==> src/design/nwld_ram.sv <==
// Generic single write port RAM with registered read.
`timescale 1ns / 1ps
`default_nettype none
module nwld_ram #(
  parameter int Width = 64,
  parameter int Depth = 64,
  localparam int AddrW = (Depth > 1) ? $clog2(Depth) : 1
) (
  input  wire logic             clk_i,
  input  wire logic             we_i,
  input  wire logic [AddrW-1:0] waddr_i,
  input  wire logic [Width-1:0] wdata_i,
  input  wire logic [AddrW-1:0] raddr_i,
  output logic      [Width-1:0] rdata_o
);

  logic [Width-1:0] mem_q [Depth];

  always_ff @(posedge clk_i) begin
    if (we_i) begin
      mem_q[waddr_i] <= wdata_i;
    end
    rdata_o <= mem_q[raddr_i];
  end

endmodule
`default_nettype wire

==> config.mk <==
export PLATFORM = sky130hd
export DESIGN_NAME = nwld_ram
export DESIGN_NICKNAME = d
export VERILOG_FILES = /design/src/design/nwld_ram.sv
export SDC_FILE = /design/constraint.sdc
export NUM_CORES = 2
export LEC_CHECK = 0
export ABC_AREA = 1
export BUFFER_PORTS_ARGS = -buffer_cell sky130_fd_sc_hd__buf_2
export CELL_PAD_IN_SITES_DETAIL_PLACEMENT = 0
export CELL_PAD_IN_SITES_GLOBAL_PLACEMENT = 1
export CORE_MARGIN = 1
export CORE_UTILIZATION = 35
export CTS_CLUSTER_DIAMETER = 80
export DETAILED_ROUTE_END_ITERATION = 8
export GPL_ROUTABILITY_DRIVEN = 0
export PLACE_DENSITY = 0.64
export SLEW_MARGIN = 25
export SYNTH_ARGS = -nofsm -noshare
export SYNTH_HDL_FRONTEND = slang
export SYNTH_SLANG_ARGS = --single-unit
==> constraint.sdc <==
create_clock -name clk_i -period 20.8 [get_ports clk_i]
set_clock_uncertainty 0.15 [all_clocks]
set_input_delay 0 -clock clk_i [delete_from_list [all_inputs] [get_ports clk_i]]
set_output_delay 0 -clock clk_i [all_outputs]
set_load 0.1 [all_outputs]
==> flow_metrics.tcl <==
set metrics [dict create \
    path_buf_inv 10 \
    drv_cap 0 \
    vdd_drop_max_mv 0.0751 \
    finalWorstSetupSlack_ns 14.49 \
    hpwl_um 261000 \
    yosysMostFrequentCell "nand2_1" \
    cp.required_ns 21.55 \
    met2RoutedLength_um 258000 \
    cpLargestDelayFamily "buffers and inverters" \
    postCtsSetupBuffers 0 \
    status "complete, but fails checks" \
    die_h_um 689 \
    yosysTopAreaCell "edfxtp_1" \
    first_pass_iters 6 \
    die_width_um 689 \
    highest_layer "met5" \
    synth_top_area_share 0.744 \
    root_buffer "clkbuf_16" \
    viasPerCell 5.38 \
    tns_ns 0 \
    dr_wl_met3_um 34600 \
    reg2reg_to "rdata_o[30]" \
    synth_area_leaders "edfxtp_1 (74%), nand3_1 (12%), nand2_1 (10%)" \
    cts_buffer_depth 4 \
    fp-row-count 252 \
    htree_levels 5 \
    start_util 0.351 \
    grt_use_total 0.223 \
    crit_type "primary input to flip-flop" \
    wl_met1_um 236000 \
    grt_pass1_wl_um 767000 \
    io_pins 142 \
    worstSetupEndpointType "flip-flop" \
    drive_gt1_frac 0.0781 \
    cts.sinks 4160 \
    clk_pin_slew_worst_paths_ns 0.06 \
    wire_per_inst_um 27.2 \
    fmax_mhz 158 \
    final_max_slew_viol_count 0 \
    die_area_um2 475000 \
    fin_crit_sh 0.304 \
    worst_pin_slew_ns 1.19 \
    syn2layout_area_growth_pct 13.2 \
    r2r-start "mem_q[48][30]" \
    final_hold_viol_count 34 \
    rsz0062_at_grt "no" \
    postLayoutCoreUtil 0.397 \
    p_leak_nw 64.8 \
    whs_ns -0.0143 \
    grt_pass1_vias 100000 \
    post-route-drc-count 0 \
    synth-main-ff-cell "edfxtp_1" \
    yosys_warnings 0 \
    synth-async-reset-ratio 0 \
    grt_overflow_total 0 \
    dr.first_iter.drc_count 11900 \
    netlist_area_um2 165000 \
    antenna_found_initial 33 \
    worstPathCellList "dlygate4sd3_1, buf_8, inv_16, buf_4, buf_4, buf_4, buf_4, nand3_1, nand3_1, nand3_1, nand3_1, dlygate4sd3_1, nand2_1, dlygate4sd3_1, nand2_1, nand2_1, dlygate4sd3_1" \
    seq_area_frac_synth 0.752 \
    cpMaxStageDelayCell "buf_4" \
    nets 13500 \
    synth_nets 13500 \
    ff2ff_setup_slack_ns 17.22 \
    cp-start-kind "primary input" \
    holdPathStages 2 \
    hold_class "primary input to flip-flop" \
    cts_buffers 420 \
    numPortBuffers 141 \
    dp_slack_ns 14.64 \
    clock_latency_ns 1.00 \
    synth_edf_count 4096 \
    cts_tree "yes" \
    yosysUniqueCellTypes 16 \
    fin_crit_ns 6.31 \
    synth_seq_cells 4160 \
    min-delay-start "wdata_i[47]" \
    num_vias 108000 \
    avgSynthCellArea_um2 12.3 \
    core_area_um2 471000 \
    min_to "mem_q[59][47]" \
    violations "negative hold slack" \
    syn_inst 13400 \
    slew_headroom 0.204 \
    antenna_left 0 \
    grt_max_degree 194 \
    worstPathArrival_ns 7.06 \
    synth.top_cells.by_count "nand2_1 (4416), edfxtp_1 (4096), nand3_1 (3847)" \
    cp_max_fo 145 \
    r2r_cells 12 \
    power.density_nw_per_um2 96.8 \
    finalSetupViolations 0 \
    cpPeakStageDelay_ns 0.82 \
    drt_wl_total_um 544000 \
]
[metal layers]
layer / global-route usage / up-vias
li1: - / 48000
met1: 0.315 / 55200
met2: 0.363 / 3929
met3: 0.0271 / 781
met4: 0.0620 / 12
met5: 0.00276 / -
[report_power, final]
group / switching (mW) / internal (mW) / total [mW] / leakage, nW
Sequential: 0.0428 / 9.28 / 9.32 / 37.4
Clock: 3.25 / 4.39 / 7.64 / 6.72
Combinational: 0.893 / 0.253 / 1.15 / 20.7
[placed cells by master (no fill, tap or decap), drive strengths merged]
cell and count:
nand2 4416, edfxtp 4096, nand3 3847, clkbuf 543
buf 406, clkinv 170, dlygate4sd3 113, dfxtp 64
nor2 56, bufinv 45, inv 26, diode 18
clkinvlp 10, nand4 9, nor4 8
[final cells by class]
cell class                 count  area [um^2]
multi-input combinational   8336        36600
fill                       44000       284000
tap                         6223         7790
timing repair buffer         519         4540
clock inverter               239         2370
clock buffer                 543        11300
sequential                  4160       124000
inverter                      12          103
antenna                       18         45.0
[flip-flops by register name, summed over array words and instances (netlist names)]
| signal | flops |
|---|---|
| mem_q | 4096 |
| rdata_o | 64 |
[cells by family (layout without fill, tap and decap cells)]
| family | after synthesis | in the layout | share of synthesized area |
|---|---|---|---|
| other | 0 | 18 | 0 |
| DFF | 4160 | 4160 | 0.752 |
| buffers and inverters | 909 | 1313 | 0.0295 |
| and+or+nand+nor | 8336 | 8336 | 0.219 |
[worst max-delay path by stage]
stage / depth (start not counted) / to / slack [ns] / from
global route: 17 / rdata_o[32] / 14.21 / raddr_i[1]
detailed placement: 14 / rdata_o[45] / 14.64 / raddr_i[1]
floorplan: 3 / mem_q[48][0] / 13.37 / we_i
global placement: 14 / rdata_o[35] / 14.60 / raddr_i[1]
CTS: 17 / rdata_o[32] / 14.51 / raddr_i[1]
finish: 17 / rdata_o[32] / 14.49 / raddr_i[1]
[through the flow]
| step | hold WS, ns | area, um^2 | power [mW] | cells |
|---|---|---|---|---|
| after floorplan | -0.0511 | 165000 | 10.2 | 13400 |
| after global placement | 0.404 | 172000 | 10.6 | 19100 |
| after detailed placement | 0.377 | 172000 | 10.6 | 19100 |
| after CTS | 0.000711 | 187000 | 18.2 | 20000 |
| after global routing | 0.000693 | 187000 | 18.6 | 20000 |
| final | -0.0143 | 187000 | 18.1 | 20100 |
[repair_timing]
| item | 4_1_cts | 5_1_grt |
|---|---|---|
| hold endpoints to repair | 4706 | 349 |
| resized for setup | 0 | 0 |
| hold buffers | 108 | 11 |
Note: power is estimated with default switching activity, not from simulation.
